`src/rtl/core/mtsd_pkg.sv`:
```
// Shared types and constants for the multi-tap stereo delay.
// Holds the sequencer state enum, the MAC control word and the fixed-point constants.
// No dependencies.
`timescale 1ns / 1ps

package mtsd_pkg;

  // opcode carried on tuser
  localparam logic OP_SAMPLE  = 1'b0;
  localparam logic OP_SET_TAP = 1'b1;

  localparam logic [14:0] CFG_LEN_RESET = 15'd16384;
  localparam logic [12:0] PAN_FULL      = 13'd4096;
  localparam int          OUT_SHIFT     = 24;
  localparam int          MUL_W         = 48;

  typedef enum logic [3:0] {
    ST_CLEAR,
    ST_IDLE,
    ST_WRITE,
    ST_TAP,
    ST_MUL0,
    ST_MUL1,
    ST_MUL2,
    ST_MUL3,
    ST_DONE,
    ST_MOD_GO,
    ST_MOD_WAIT
  } state_t;

  typedef enum logic [1:0] {
    MS_SAMPLE_GAIN,
    MS_BASE_LEFT,
    MS_BASE_RIGHT
  } mul_sel_t;

  typedef struct packed {
    logic     clear;
    logic     mul_en;
    mul_sel_t sel;
    logic     base_en;
    logic     acc_l_en;
    logic     acc_r_en;
  } mac_ctl_t;

endpackage

```
`src/rtl/core/mtsd_mac.sv`:
```
// Shared multiplier with left/right accumulators and output saturation.
// Depends on mtsd_pkg (mac_ctl_t, mul_sel_t, PAN_FULL, OUT_SHIFT, MUL_W).
`timescale 1ns / 1ps

module mtsd_mac
  import mtsd_pkg::*;
#(
  parameter int TAP_COUNT = 8
) (
  input  logic               clk,
  input  mac_ctl_t           ctl,
  input  logic signed [15:0] rdata,
  input  logic signed [15:0] gain,
  input  logic [12:0]        pan,
  output logic signed [15:0] left_out,
  output logic signed [15:0] right_out
);

  localparam int ACC_W = MUL_W + $clog2(TAP_COUNT) + 1;
  localparam int QW    = ACC_W - OUT_SHIFT;

  logic signed [31:0]      mul_a;
  logic signed [15:0]      mul_b;
  logic signed [MUL_W-1:0] mul_p;
  logic signed [MUL_W-1:0] mul_q;
  logic signed [31:0]      base;
  logic signed [13:0]      lf;
  logic signed [ACC_W-1:0] acc_l;
  logic signed [ACC_W-1:0] acc_r;
  logic [QW-1:0]           q_l;
  logic [QW-1:0]           q_r;

  // left factor goes negative for pan above full right
  assign lf = $signed({1'b0, PAN_FULL}) - $signed({1'b0, pan});

  always_comb begin
    mul_a = {{16{rdata[15]}}, rdata};
    mul_b = gain;
    case (ctl.sel)
      MS_SAMPLE_GAIN: begin
        mul_a = {{16{rdata[15]}}, rdata};
        mul_b = gain;
      end
      MS_BASE_LEFT: begin
        mul_a = mul_q[31:0];
        mul_b = {{2{lf[13]}}, lf};
      end
      MS_BASE_RIGHT: begin
        mul_a = base;
        mul_b = {3'b000, pan};
      end
      default: begin
        mul_a = '0;
        mul_b = '0;
      end
    endcase
  end

  assign mul_p = mul_a * mul_b;

  always_ff @(posedge clk) begin
    if (ctl.mul_en) begin
      mul_q <= mul_p;
    end
    if (ctl.base_en) begin
      base <= mul_q[31:0];
    end
    if (ctl.clear) begin
      acc_l <= '0;
      acc_r <= '0;
    end else begin
      if (ctl.acc_l_en) begin
        acc_l <= acc_l + {{(ACC_W-MUL_W){mul_q[MUL_W-1]}}, mul_q};
      end
      if (ctl.acc_r_en) begin
        acc_r <= acc_r + {{(ACC_W-MUL_W){mul_q[MUL_W-1]}}, mul_q};
      end
    end
  end

  // arithmetic shift floors; saturate when the upper bits disagree with the sign
  assign q_l = acc_l[ACC_W-1:OUT_SHIFT];
  assign q_r = acc_r[ACC_W-1:OUT_SHIFT];

  always_comb begin
    if (!q_l[QW-1] && (|q_l[QW-2:15])) begin
      left_out = 16'sh7FFF;
    end else if (q_l[QW-1] && !(&q_l[QW-2:15])) begin
      left_out = -16'sh8000;
    end else begin
      left_out = q_l[15:0];
    end
    if (!q_r[QW-1] && (|q_r[QW-2:15])) begin
      right_out = 16'sh7FFF;
    end else if (q_r[QW-1] && !(&q_r[QW-2:15])) begin
      right_out = -16'sh8000;
    end else begin
      right_out = q_r[15:0];
    end
  end

endmodule

```
`config.mk`:
```
export PLATFORM = sky130hd
export DESIGN_NAME = mtsd_mac
export DESIGN_NICKNAME = d
export VERILOG_FILES = /design/src/rtl/core/mtsd_pkg.sv /design/src/rtl/core/mtsd_mac.sv
export SDC_FILE = /design/constraint.sdc
export NUM_CORES = 2
export LEC_CHECK = 0
export ABC_CLOCK_PERIOD_IN_PS = 9200
export BUFFER_PORTS_ARGS = -buffer_cell sky130_fd_sc_hd__buf_2
export CAP_MARGIN = 20
export CELL_PAD_IN_SITES_DETAIL_PLACEMENT = 1
export CELL_PAD_IN_SITES_GLOBAL_PLACEMENT = 2
export CORE_MARGIN = 2
export CORE_UTILIZATION = 24
export CTS_BUF_LIST = sky130_fd_sc_hd__clkbuf_8 sky130_fd_sc_hd__clkbuf_16
export CTS_CLUSTER_DIAMETER = 150
export DETAILED_ROUTE_END_ITERATION = 12
export GPL_TIMING_DRIVEN = 0
export PLACE_DENSITY = 0.53
export SLEW_MARGIN = 25
export SYNTH_ARGS = -nofsm -noshare
export SYNTH_HDL_FRONTEND = slang
export SYNTH_SLANG_ARGS = --single-unit
```
`constraint.sdc`:
```
create_clock -name clk -period 9.2 [get_ports clk]
set_clock_uncertainty 0.05 [all_clocks]
set_input_delay 0.92 -clock clk [delete_from_list [all_inputs] [get_ports clk]]
set_output_delay 0.92 -clock clk [all_outputs]
set_load 0.03 [all_outputs]
```
==> metrics.md <==
| Metric | Value |
|---|---|
| Outcome | finished, final reports clean |
| Clk slew on worst S/H paths | 0.08 ns |
| CTS tree | built |
| CP most frequent cell | fa_1 |
| Count of different cell masters after synthesis | 101 |
| Seq/Total Area, Yosys | 0.1440 |
| Vias in the first global route | 28170 |
| Antenna-violating nets left | 0 |
| H-tree lvl count | 4 |
| Crit. End Element | flip-flop |
| Slew Limit Headroom | 0.3028 |
| Final net count | 4505 |
| Max-cap violation count | 0 |
| Commonest non-fill, non-tap cell in the layout | inv_1 |
| # IOs | 85 |
| Antenna violations before repair | 16 |
| Chip width | 364.3 um |
| Vias/cell | 4.676 |
| Post-Synthesis Cell Area | 31150 um^2 |
| Yosys warns | 0 |
| R2R Setup Slk | 0.95 ns |
| Die ar. | 132700 um^2 |
| Worst-path fanout max | 7 |
| Port Buf Inserts | 82 |
| Dpl cells | 5462 |
| Crit path kind | in2reg |
| Synthesis-stage register bit count | 184 |
| Core area | 129200 um^2 |
| Diode count | 0 |
| Largest net degree at the start of global routing | 49 |
| Met1 usage | 0.2843 |
| GPL Wtd Cong | 0.8519 |
| Critical path's slowest cell | fa_2 |
| Area share of xor/xnor cells in the synthesized design | 0.03543 |
| Mux share of post-synthesis cell area | 0.02643 |
| Cell count after synthesis | 3635 |
| Drt wl/cell | 24.12 um |
| Global route hottest layer | met2 |
| Global-route wire length before repair | 195400 um |
| Drt pass-1 iters | 5 |
| Compound-Gate Fraction of Synth Area | 0.1457 |
| Simple-gate share of the synthesized area | 0.1569 |
| Largest family of logic cells by synthesized area | adder cells |
| Via count | 25730 |
| Setup Viol. Count Final | 0 |
| Detail Placement HPWL | 112100 um |
| Synth async-reset ratio | 0 |
| Met3 usage | 0.02667 |
| GR Util met2 | 0.3293 |
| Layout Cells excl Fill | 5502 |
| Sink Count | 184 |
| Final core utilization | 0.2715 |
| EDFF count, synth | 80 |
| Tmin final | 8.989 ns |
| Worst-Margin Slew | 1.029 ns |
| Share of post-route cells with drive strength above 1 | 0.08750 |
| Std-Cell Rows | 132 |
| Final worst path period share | 0.9771 |
| Post-synth top flop | dfxtp_1 |
| Routed WL | 132700 um |
| Syn-to-layout area delta | 12.57% |
| Syn Nets | 4393 |
| Initial Util | 0.2412 |
| Commonest non-fill, non-tap cells in the layout | inv_1, fa_1, nor2_1 |
| Final hold viol count | 0 |
| Die H | 364.3 um |
| Biggest cell delay along the critical path | 0.61 ns |
| Grt total ovfl | 0 |
| WP data arrival | 9.24 ns |
| Num CTS Buffers | 17 |
| Fmax | 0.1112 GHz |
| Residual DRC count | 0 |
| Clk Latency, worst-skew pair | 0.51 ns |
| Clock Tree Buf Depth | 2 |
| Global Route Usage Sum | 0.2038 |
| Synth Area per Inst | 8.569 um^2 |
| Slew Viols, Final | 0 |
| Startpoint class of the critical path | input port |
| Initial DRC Count | 1468 |
| Req. time, crit path | 9.45 ns |
| Adder-cell share of the synthesized area | 0.4008 |
| Hold/Removal Path Class | reg2reg |
| CTS Root Buffer Type | clkbuf_16 |
-- final cells by class --
cell class	count	area [um^2]
well taps	1742	2180
flip-flops and latches	184	4484
clock inverters	11	82.58
inverters	581	2185
multi-input cells	2720	24240
clock buffers	21	503.0
fillers	15350	94090
plain buffers	140	757.0
repair buffers	103	631.9
-- logic make-up after synthesis --
group / after synthesis
muxes: 82
xor gates and xnor gates: 126
DFF: 184
AOI/OAI and AO/OA: 696
and+or+nand+nor: 1111
buffers and inverters: 731
adders and majority gates: 705
-- cell usage after synthesis, types with 5 or more instances --
library cell	n	share of area
a211o_1	11	0.0031
a211oi_1	25	0.0060
a21boi_0	6	0.0014
a21o_1	92	0.022
a21oi_1	212	0.034
a31o_2	8	0.0022
a31oi_1	28	0.0056
and2_1	23	0.0046
and3_1	26	0.0052
buf_1	16	0.0019
buf_2	6	0.00096
buf_4	9	0.0022
buf_6	5	0.0018
clkbuf_1	113	0.014
dfxtp_1	104	0.067
edfxtp_1	80	0.077
fa_1	488	0.31
ha_1	217	0.087
inv_1	580	0.070
mux2i_1	80	0.026
nand2_1	372	0.045
nand2b_1	32	0.0064
nand3_1	46	0.0074
nand3b_1	5	0.0012
nand4_1	29	0.0058
nand4b_1	5	0.0014
nor2_1	449	0.054
nor2b_1	26	0.0052
nor3_1	43	0.0069
nor3b_1	5	0.0012
nor4_1	12	0.0024
o211ai_1	13	0.0031
o21a_1	73	0.018
o21ai_0	87	0.014
o21ai_1	33	0.0053
o21bai_1	21	0.0051
o22ai_1	10	0.0020
o31ai_1	11	0.0027
or3_1	10	0.0020
xnor2_1	89	0.025
xor2_1	37	0.010
-- registers in the layout, summed over array words and instances, names as in the netlist --
register,flops
acc_r,52
mul_q,48
base,32
acc_l,52
-- routing by layer --
| layer | vias up | wire length (um) |
|---|---|---|
| met4 | 4 | 3393 |
| met2 | 387 | 60330 |
| met3 | 92 | 5028 |
| li1 | 12020 | - |
| met5 | - | 28 |
| met1 | 13220 | 63920 |
-- final timing paths --
kind,start,endpoint,cells past startpoint
max,pan[3],mul_q[47],32
min,acc_l[4],acc_l[4],2
max reg2reg,mul_q[0],mul_q[47],27
min reg2reg,acc_l[4],acc_l[4],2
-- timing repair --
| item | CTS | global route |
|---|---|---|
| setup endpoints to repair | 19 | 9 |
| hold buffers | 0 | 0 |
| pin swaps | 4 | 11 |
| resized for setup | 85 | 79 |
| setup buffers | 5 | 13 |
-- per-stage QoR --
stage | cell area [um^2] | hold slack, ns | TNS (ns) | setup WS, ns
after floorplan | 31150 | 0.3946 | 0 | 1.238
after global placement | 33740 | 0.4114 | -50.50 | -2.857
after detailed placement | 33870 | 0.4106 | -24.98 | -2.075
after CTS | 34790 | 0.4227 | 0 | 0.004848
after global routing | 35060 | 0.4643 | -0.003330 | -0.003330
final | 35060 | 0.4221 | 0 | 0.2110
-- critical path, delay by kind of cell --
kind | cells | cell delay, ns
buffers and inverters | 8 | 0.93
AND/OR/NAND/NOR | 7 | 1.74
AO/OA/AOI/OAI | 9 | 1.89
adder cells (fa/ha/maj) | 7 | 3.45
XOR/XNOR | 1 | 0.29
Power is not shown: default switching activity piles up to over one toggle a cycle in this logic, so the estimate is an artifact.
