[src/rtl/core/mtsd_mod.sv]
// Bit-serial remainder unit: one dividend bit per cycle, restoring form.
// Uses no package items.
`timescale 1ns / 1ps

module mtsd_mod #(
  parameter int VW = 15
) (
  input  logic          clk,
  input  logic          rst,
  input  logic          start,
  input  logic [VW-1:0] dividend,
  input  logic [VW-1:0] divisor,
  output logic          done,
  output logic [VW-1:0] remainder
);

  localparam int CNTW = $clog2(VW + 1);

  logic            busy;
  logic [CNTW-1:0] cnt;
  logic [VW-1:0]   shreg;
  logic [VW-1:0]   rem;
  logic [VW:0]     trial;
  logic [VW:0]     diff;
  logic            ge;

  assign trial     = {rem, shreg[VW-1]};
  assign diff      = trial - {1'b0, divisor};
  assign ge        = (trial >= {1'b0, divisor});
  assign remainder = rem;

  always_ff @(posedge clk) begin
    if (rst) begin
      busy <= 1'b0;
      done <= 1'b0;
      cnt  <= '0;
    end else begin
      done <= 1'b0;
      if (start) begin
        busy <= 1'b1;
        cnt  <= '0;
      end else if (busy) begin
        cnt <= cnt + 1'b1;
        if (cnt == CNTW'(VW - 1)) begin
          busy <= 1'b0;
          done <= 1'b1;
        end
      end
    end
  end

  // rem stays below divisor, so the trial value is under twice the divisor
  always_ff @(posedge clk) begin
    if (start) begin
      shreg <= dividend;
      rem   <= '0;
    end else if (busy) begin
      shreg <= shreg << 1;
      rem   <= ge ? diff[VW-1:0] : trial[VW-1:0];
    end
  end

endmodule

[config.mk]
export PLATFORM = sky130hd
export DESIGN_NAME = mtsd_mod
export DESIGN_NICKNAME = d
export VERILOG_FILES = /design/src/rtl/core/mtsd_mod.sv
export SDC_FILE = /design/constraint.sdc
export NUM_CORES = 1
export LEC_CHECK = 0
export BUFFER_PORTS_ARGS = -buffer_cell sky130_fd_sc_hd__buf_2
export CAP_MARGIN = 20
export CORE_AREA = 2 2 65 92
export CTS_CLUSTER_SIZE = 10
export DETAILED_ROUTE_END_ITERATION = 12
export DIE_AREA = 0 0 67 94
export GPL_TIMING_DRIVEN = 0
export PLACE_DENSITY = 0.75
export SLEW_MARGIN = 0
export SYNTH_ARGS = -nofsm -noshare
export SYNTH_HDL_FRONTEND = slang
export SYNTH_SLANG_ARGS = --single-unit
[constraint.sdc]
create_clock -name clk -period 2.9 [get_ports clk]
set_clock_uncertainty 0.1 [all_clocks]
set_input_delay 0.145 -clock clk [delete_from_list [all_inputs] [get_ports clk]]
set_output_delay 0.145 -clock clk [all_outputs]
set_load 0.05 [all_outputs]
==> qor.yml, run 1 <==
status: "complete, no violations"
leakage_nw: 1.255
path_class: "flip-flop to flip-flop"
synth_nets: 325
worst_slack_ns: 0.3139
rsz0062_at_grt: "no"
fp.dieH_um: 94
grt_first_pass_wirelength_um: 9315
globalplace.congestion: 0.9321
grt_remaining_overflow: 0
synth_cell_types: 52
root_buffer: "clkbuf_8"
fin_crit_sh: 0.8918
worst_pin_slew_ns: 0.6210
drt_pass1_iterations: 4
dieArea_um2: 6298
die_x_um: 67
max_freq_ghz: 0.3867
cts_resized: 0
h-tree-depth: 2
cts_tree: "built"
syn_area_um2: 2487
detailed_place_hpwl_um: 4316
crit_path_start_kind: "flip-flop"
wl_met2_um: 2967
synth_warnings: 0
std_cell_rows: 32
pwr_density_cell_nw_per_um2: 504.6
synth_top_family_by_area: "compound AO/OA/AOI/OAI gates"
ys_ff_latch: 36
required_ns: 2.95
final_cell_mix: "buf_2 (47), nor2_1 (33), inv_1 (24), dfxtp_1 (21), ha_1 (17)"
drt-met1-wl_um: 2364
ant_nets: 0
track_usage: 0.1897
diodes: 0
ys.flop_type: "dfxtp_1"
path_max_fanout: 10
setup_viol: 0
synth_compound_area_frac: 0.1901
post_drt_wl_per_cell_um: 14.15
grt_max_degree: 16
syn_to_final_growth_pct: 16.50
routed_wl_um: 5633
vias: 2215
peakVddDrop_v: 0.0003065
endpoint_kind: "flip-flop"
hp-class: "input port to flip-flop"
syn_inst: 274
cts_buffer_depth: 2
viasPerCell: 5.565
cp.arrival_ns: 2.64
start_util: 0.4568
final_nets: 380
layout.cells.most_common: "buf_2"
whs_ns: 0.04095
topRoutingLayerUsed: "met4"
portBuffers: 47
wl_met3_um: 232
synth.avg_cell_area_um2: 9.078
relSlewSlack: 0.5850
synth_mux_area_frac: 0.09155
synthAdderAreaFrac: 0.09356
fillCellCount: 541
synth-async-reset-ratio: 0
core_region_area_um2: 5445
cts-buffers-inserted: 5
place_ws_ns: 0.3310
synthSimpleGateAreaFrac: 0.1796
maxCapViolations: 0
clkSlewWorstSetupHoldPaths_ns: 0.08
clock_sinks: 36
drc_errors: 0
hold_viol_final: 0
grt_pass1_vias: 2133
tns_ns: 0
synth_xor_area_frac: 0.03169
yosysSeqAreaShare: 0.3501
final_max_slew_viol_count: 0
drt-initial-drc-count: 77
synth-edff-count: 15
drive_gt1_frac: 0.2424
io_pins: 49
period_needed_ns: 2.586
antenna_found_initial: 0
clk_latency_ns: 0.29
[area by class of cell]
cell class              instances  area, µm²  area share
multi-input cells             201       1459      0.5035
flip-flops and latches         36      870.8      0.3005
repair buffers                 48      245.2     0.08463
inverters                      25      93.84     0.03238
well taps                      68      85.08     0.02936
clock buffers                   6      72.57     0.02504
plain buffers                  12      63.81     0.02202
clock inverters                 2      7.507    0.002591
[worst paths after layout]
| path | startpoint | end | slack [ns] | cells after the start |
|---|---|---|---|---|
| max | shreg[14] | remainder[14] | 0.31 | 10 |
| min | dividend[0] | shreg[0] | 0.04 | 2 |
| max reg2reg | shreg[14] | remainder[14] | 0.31 | 10 |
| min reg2reg | cnt[3] | done | 0.41 | 2 |
[cell families (layout without fill, tap and decap cells)]
group                      Yosys count  in the layout
buffers and inverters               37             93
and+or+nand+nor                     88             88
AOI/OAI and AO/OA                   65             65
xor gates and xnor gates             9              9
DFF                                 36             36
adders and majority gates           18             18
muxes                               21             21
[routing by layer]
| layer | GRT usage | vias to the layer above |
|---|---|---|
| li1 | - | 1110 |
| met1 | 0.2110 | 1049 |
| met2 | 0.3507 | 49 |
| met3 | 0.03957 | 7 |
| met4 | 0.05612 | 0 |
| met5 | 0 | - |
[registers in the layout, summed over array words and instances (netlist names)]
signal and flops:
busy 1, remainder 15, shreg 15, done 1, cnt 4
[cell usage after synthesis (3+ instances only)]
cell type   n  area, µm²
inv_1      24      90.09
a21oi_1    12      60.06
a211oi_1    9      67.56
xor2_1      4      35.03
nor3_1      4      20.02
ha_1       17      212.7
nand3b_1    4      30.03
nor2b_1     3      18.77
edfxtp_1   15      450.4
dfxtp_1    21      420.4
mux2i_1     7      70.07
nor2_1     33      123.9
nand2b_1    5      31.28
a21oi_2     3      26.28
nand4_1     4      25.02
xnor2_1     5      43.79
buf_4       3      22.52
mux2_2     14      157.7
a311oi_1    5      43.79
nand2_1    12      45.04
o211ai_1    3      22.52
clkbuf_1    8      30.03
nand3_1    10      50.05
a31oi_1     4      25.02
o21ai_0     8      40.04
[power by group]
group	internal [mW]	switching (mW)	leakage [nW]
sequential	0.578	0.0302	0.324
combinational	0.196	0.311	0.891
clock	0.164	0.183	0.0403
total	0.938	0.524	1.26
[timing repair]
| action | 4_1_cts | 5_1_grt |
|---|---|---|
| buffers inserted | 0 | 0 |
| endpoints found under the hold margin | 1 | 0 |
| hold buffers | 1 | 0 |
| endpoints found under the setup margin | 0 | 0 |
[through the flow]
step / power, mW / std cells / area, µm² / utilization
finish: 1.462 / 398 / 2898 / 0.5322
global route: 1.547 / 398 / 2898 / 0.5322
CTS: 1.469 / 398 / 2898 / 0.5322
detailed placement: 1.123 / 389 / 2808 / 0.5156
global placement: 1.113 / 389 / 2808 / 0.5156
floorplan: 1.004 / 274 / 2487 / -
[critical path: stages, from the launching register on]
cell,delay (ns)
edfxtp_1,0.36
inv_1,0.05
ha_1,0.20
fa_1,0.42
nand2b_1,0.20
a21oi_1,0.28
o211ai_1,0.17
o211ai_2,0.11
buf_6,0.20
nor4bb_1,0.28
nor3_1,0.09
No activity file was read; power rests on OpenSTA's default activity.
==> inputs of run 2 (changes only) <==
--- a/config.mk
+++ b/config.mk
@@ -5,13 +5,13 @@
 export SDC_FILE = /design/constraint.sdc
 export NUM_CORES = 1
 export LEC_CHECK = 0
+export ABC_CLOCK_PERIOD_IN_PS = 2900
 export BUFFER_PORTS_ARGS = -buffer_cell sky130_fd_sc_hd__buf_2
 export CAP_MARGIN = 20
 export CORE_AREA = 2 2 65 92
 export CTS_CLUSTER_SIZE = 10
 export DETAILED_ROUTE_END_ITERATION = 12
 export DIE_AREA = 0 0 67 94
-export GPL_TIMING_DRIVEN = 0
 export PLACE_DENSITY = 0.75
 export SLEW_MARGIN = 0
 export SYNTH_ARGS = -nofsm -noshare
==> qor.yml, run 2 (synthesis gave the netlist of run 1 again) <==
status: "complete, no violations"  # unchanged
final_cell_mix: "buf_2 (48), nor2_1 (33), inv_1 (24), dfxtp_1 (21), ha_1 (17)"  # was buf_2 (47), nor2_1 (33), inv_1 (24), dfxtp_1 (21), ha_1 (17)
path_class: "flip-flop to flip-flop"  # unchanged
ant_nets: 0  # unchanged
period_needed_ns: 2.513  # was 2.586 ns
clock_sinks: 36  # unchanged
fin_crit_sh: 0.8665  # was 0.8918
p_seq_frac: 0.390  # was 0.416
hp-class: "input port to flip-flop"  # unchanged
setup_viol: 0  # unchanged
crit_path_start_kind: "flip-flop"  # unchanged
die_x_um: 67  # unchanged
fillCellCount: 542  # was 541
syn_to_final_growth_pct: 16.60  # was 16.50%
final_max_slew_viol_count: 0  # unchanged
portBuffers: 48  # was 47
worst_pin_slew_ns: 0.5851  # was 0.6210 ns
core_region_area_um2: 5445  # unchanged
maxCapViolations: 0  # unchanged
clkSlewWorstSetupHoldPaths_ns: 0.08  # about the same
switching_share: 0.3425  # was 0.3585
diodes: 0  # unchanged
detailed_place_hpwl_um: 4159  # was 4316 µm
p_clk_frac: 0.289  # was 0.238
root_buffer: "clkbuf_8"  # unchanged
std_cell_rows: 32  # unchanged
start_util: 0.4568  # unchanged
drt-initial-drc-count: 67  # was 77
grt_remaining_overflow: 0  # unchanged
path_max_fanout: 14  # was 10
pwr_density_cell_nw_per_um2: 536.7  # was 504.6 nW/µm²
required_ns: 3.01  # was 2.95 ns
h-tree-depth: 2  # unchanged
internal_power_mw: 1.023  # was 938.0 µW
p_switching_uw: 533.1  # was 524.3 µW
peakVddDrop_v: 0.0003783  # was 0.0003065 V
max_freq_ghz: 0.3979  # was 0.3867 GHz
tns_ns: 0  # unchanged
layout.cells.most_common: "buf_2"  # unchanged
whs_ns: 0.04882  # was 0.04095 ns
viasPerCell: 5.509  # was 5.565
hold_viol_final: 0  # unchanged
track_usage: 0.1876  # was 0.1897
endpoint_kind: "flip-flop"  # unchanged
rsz0062_at_grt: "no"  # unchanged
cts_resized: 0  # unchanged
grt_max_degree: 36  # was 16
cts_tree: "built"  # unchanged
drc_errors: 0  # unchanged
clk_latency_ns: 0.29  # about the same
drt_pass1_iterations: 4  # unchanged
p_comb_frac: 0.320  # was 0.347
routed_wl_um: 5397  # was 5633 µm
drive_gt1_frac: 0.2601  # was 0.2424
dieArea_um2: 6298  # unchanged
relSlewSlack: 0.6090  # was 0.5850
cp.arrival_ns: 2.62  # was 2.64 ns
final_nets: 373  # was 380
globalplace.congestion: 0.9613  # was 0.9321
antenna_found_initial: 0  # unchanged
fp.dieH_um: 94  # unchanged
leakage_nw: 1.263  # was 1.255 nW
vias: 2154  # was 2215
grt_pass1_vias: 2153  # was 2133
grt_first_pass_wirelength_um: 9225  # was 9315 µm
post_drt_wl_per_cell_um: 13.80  # was 14.15 µm
io_pins: 49  # unchanged
cts-buffers-inserted: 5  # unchanged
cts_buffer_depth: 2  # unchanged
[run 2: cell count changes in the layout (fill, tap and decap cells not counted), sizes merged]
cell,previous run,this run
clkinvlp,0,1
clkbuf,14,5
bufinv,0,1
clkinv,2,1
buf,51,52
[run 2: power groups by stage]
stage	Combinational (mW)	Sequential, mW	Clock (mW)
after floorplan	0.323	0.680	0
after global placement	0.489	0.619	0
after detailed placement	0.497	0.620	0
after CTS	0.501	0.609	0.462
after global routing	0.552	0.614	0.476
final	0.498	0.608	0.451
[run 2: final timing paths]
| kind | start | to | slack [ns] | depth (start not counted) |
|---|---|---|---|---|
| min | dividend[0] | shreg[0] | 0.05 | 2 |
| max | shreg[14] | remainder[12] | 0.39 | 10 |
| min reg2reg | cnt[3] | done | 0.42 | 2 |
| max reg2reg | shreg[14] | remainder[12] | 0.39 | 10 |
[run 2: area by class of cell]
class	count	area [µm²]	share of cell area
multi-input combinational	201	1459	0.5030
sequential	36	870.8	0.3003
timing repair buffer	53	280.3	0.09664
inverter	25	93.84	0.03236
tap	68	85.08	0.02934
clock buffer	5	68.82	0.02373
clock inverter	3	42.54	0.01467
[run 2: worst max-delay path: stages, from the launching register on]
cell and delay, ns:
edfxtp_1 0.37, inv_1 0.05, ha_1 0.20, fa_1 0.40, nand2b_1 0.18, a21oi_1 0.23, o211ai_1 0.15, o211ai_2 0.10
buf_4 0.24, o2111ai_1 0.13, a311oi_1 0.28
[run 2: what timing repair did]
| action | 4_1_cts | 5_1_grt |
|---|---|---|
| buffers inserted | 0 | 0 |
| hold buffers | 1 | 0 |
| endpoints found under the hold margin | 1 | 0 |
[run 2: metal layers]
metal,part of all wire,track usage,vias up,wire length [µm]
met1,0.40,0.1994,1001,2170
li1,-,-,1095,-
met5,0,0,-,0
met3,0.049,0.04556,10,263
met2,0.53,0.3449,48,2855
met4,0.020,0.07143,0,108
[run 2: per-stage QoR]
step	util	total power, mW	instance area [µm²]	instances	setup WS (ns)
final	0.5326	1.557	2900	391	0.3870
after floorplan	-	1.004	2487	274	0.3719
after global routing	0.5326	1.642	2900	391	0.2051
after CTS	0.5326	1.572	2900	391	0.3845
after detailed placement	0.5103	1.117	2779	382	0.3963
after global placement	0.5103	1.107	2779	382	0.5183
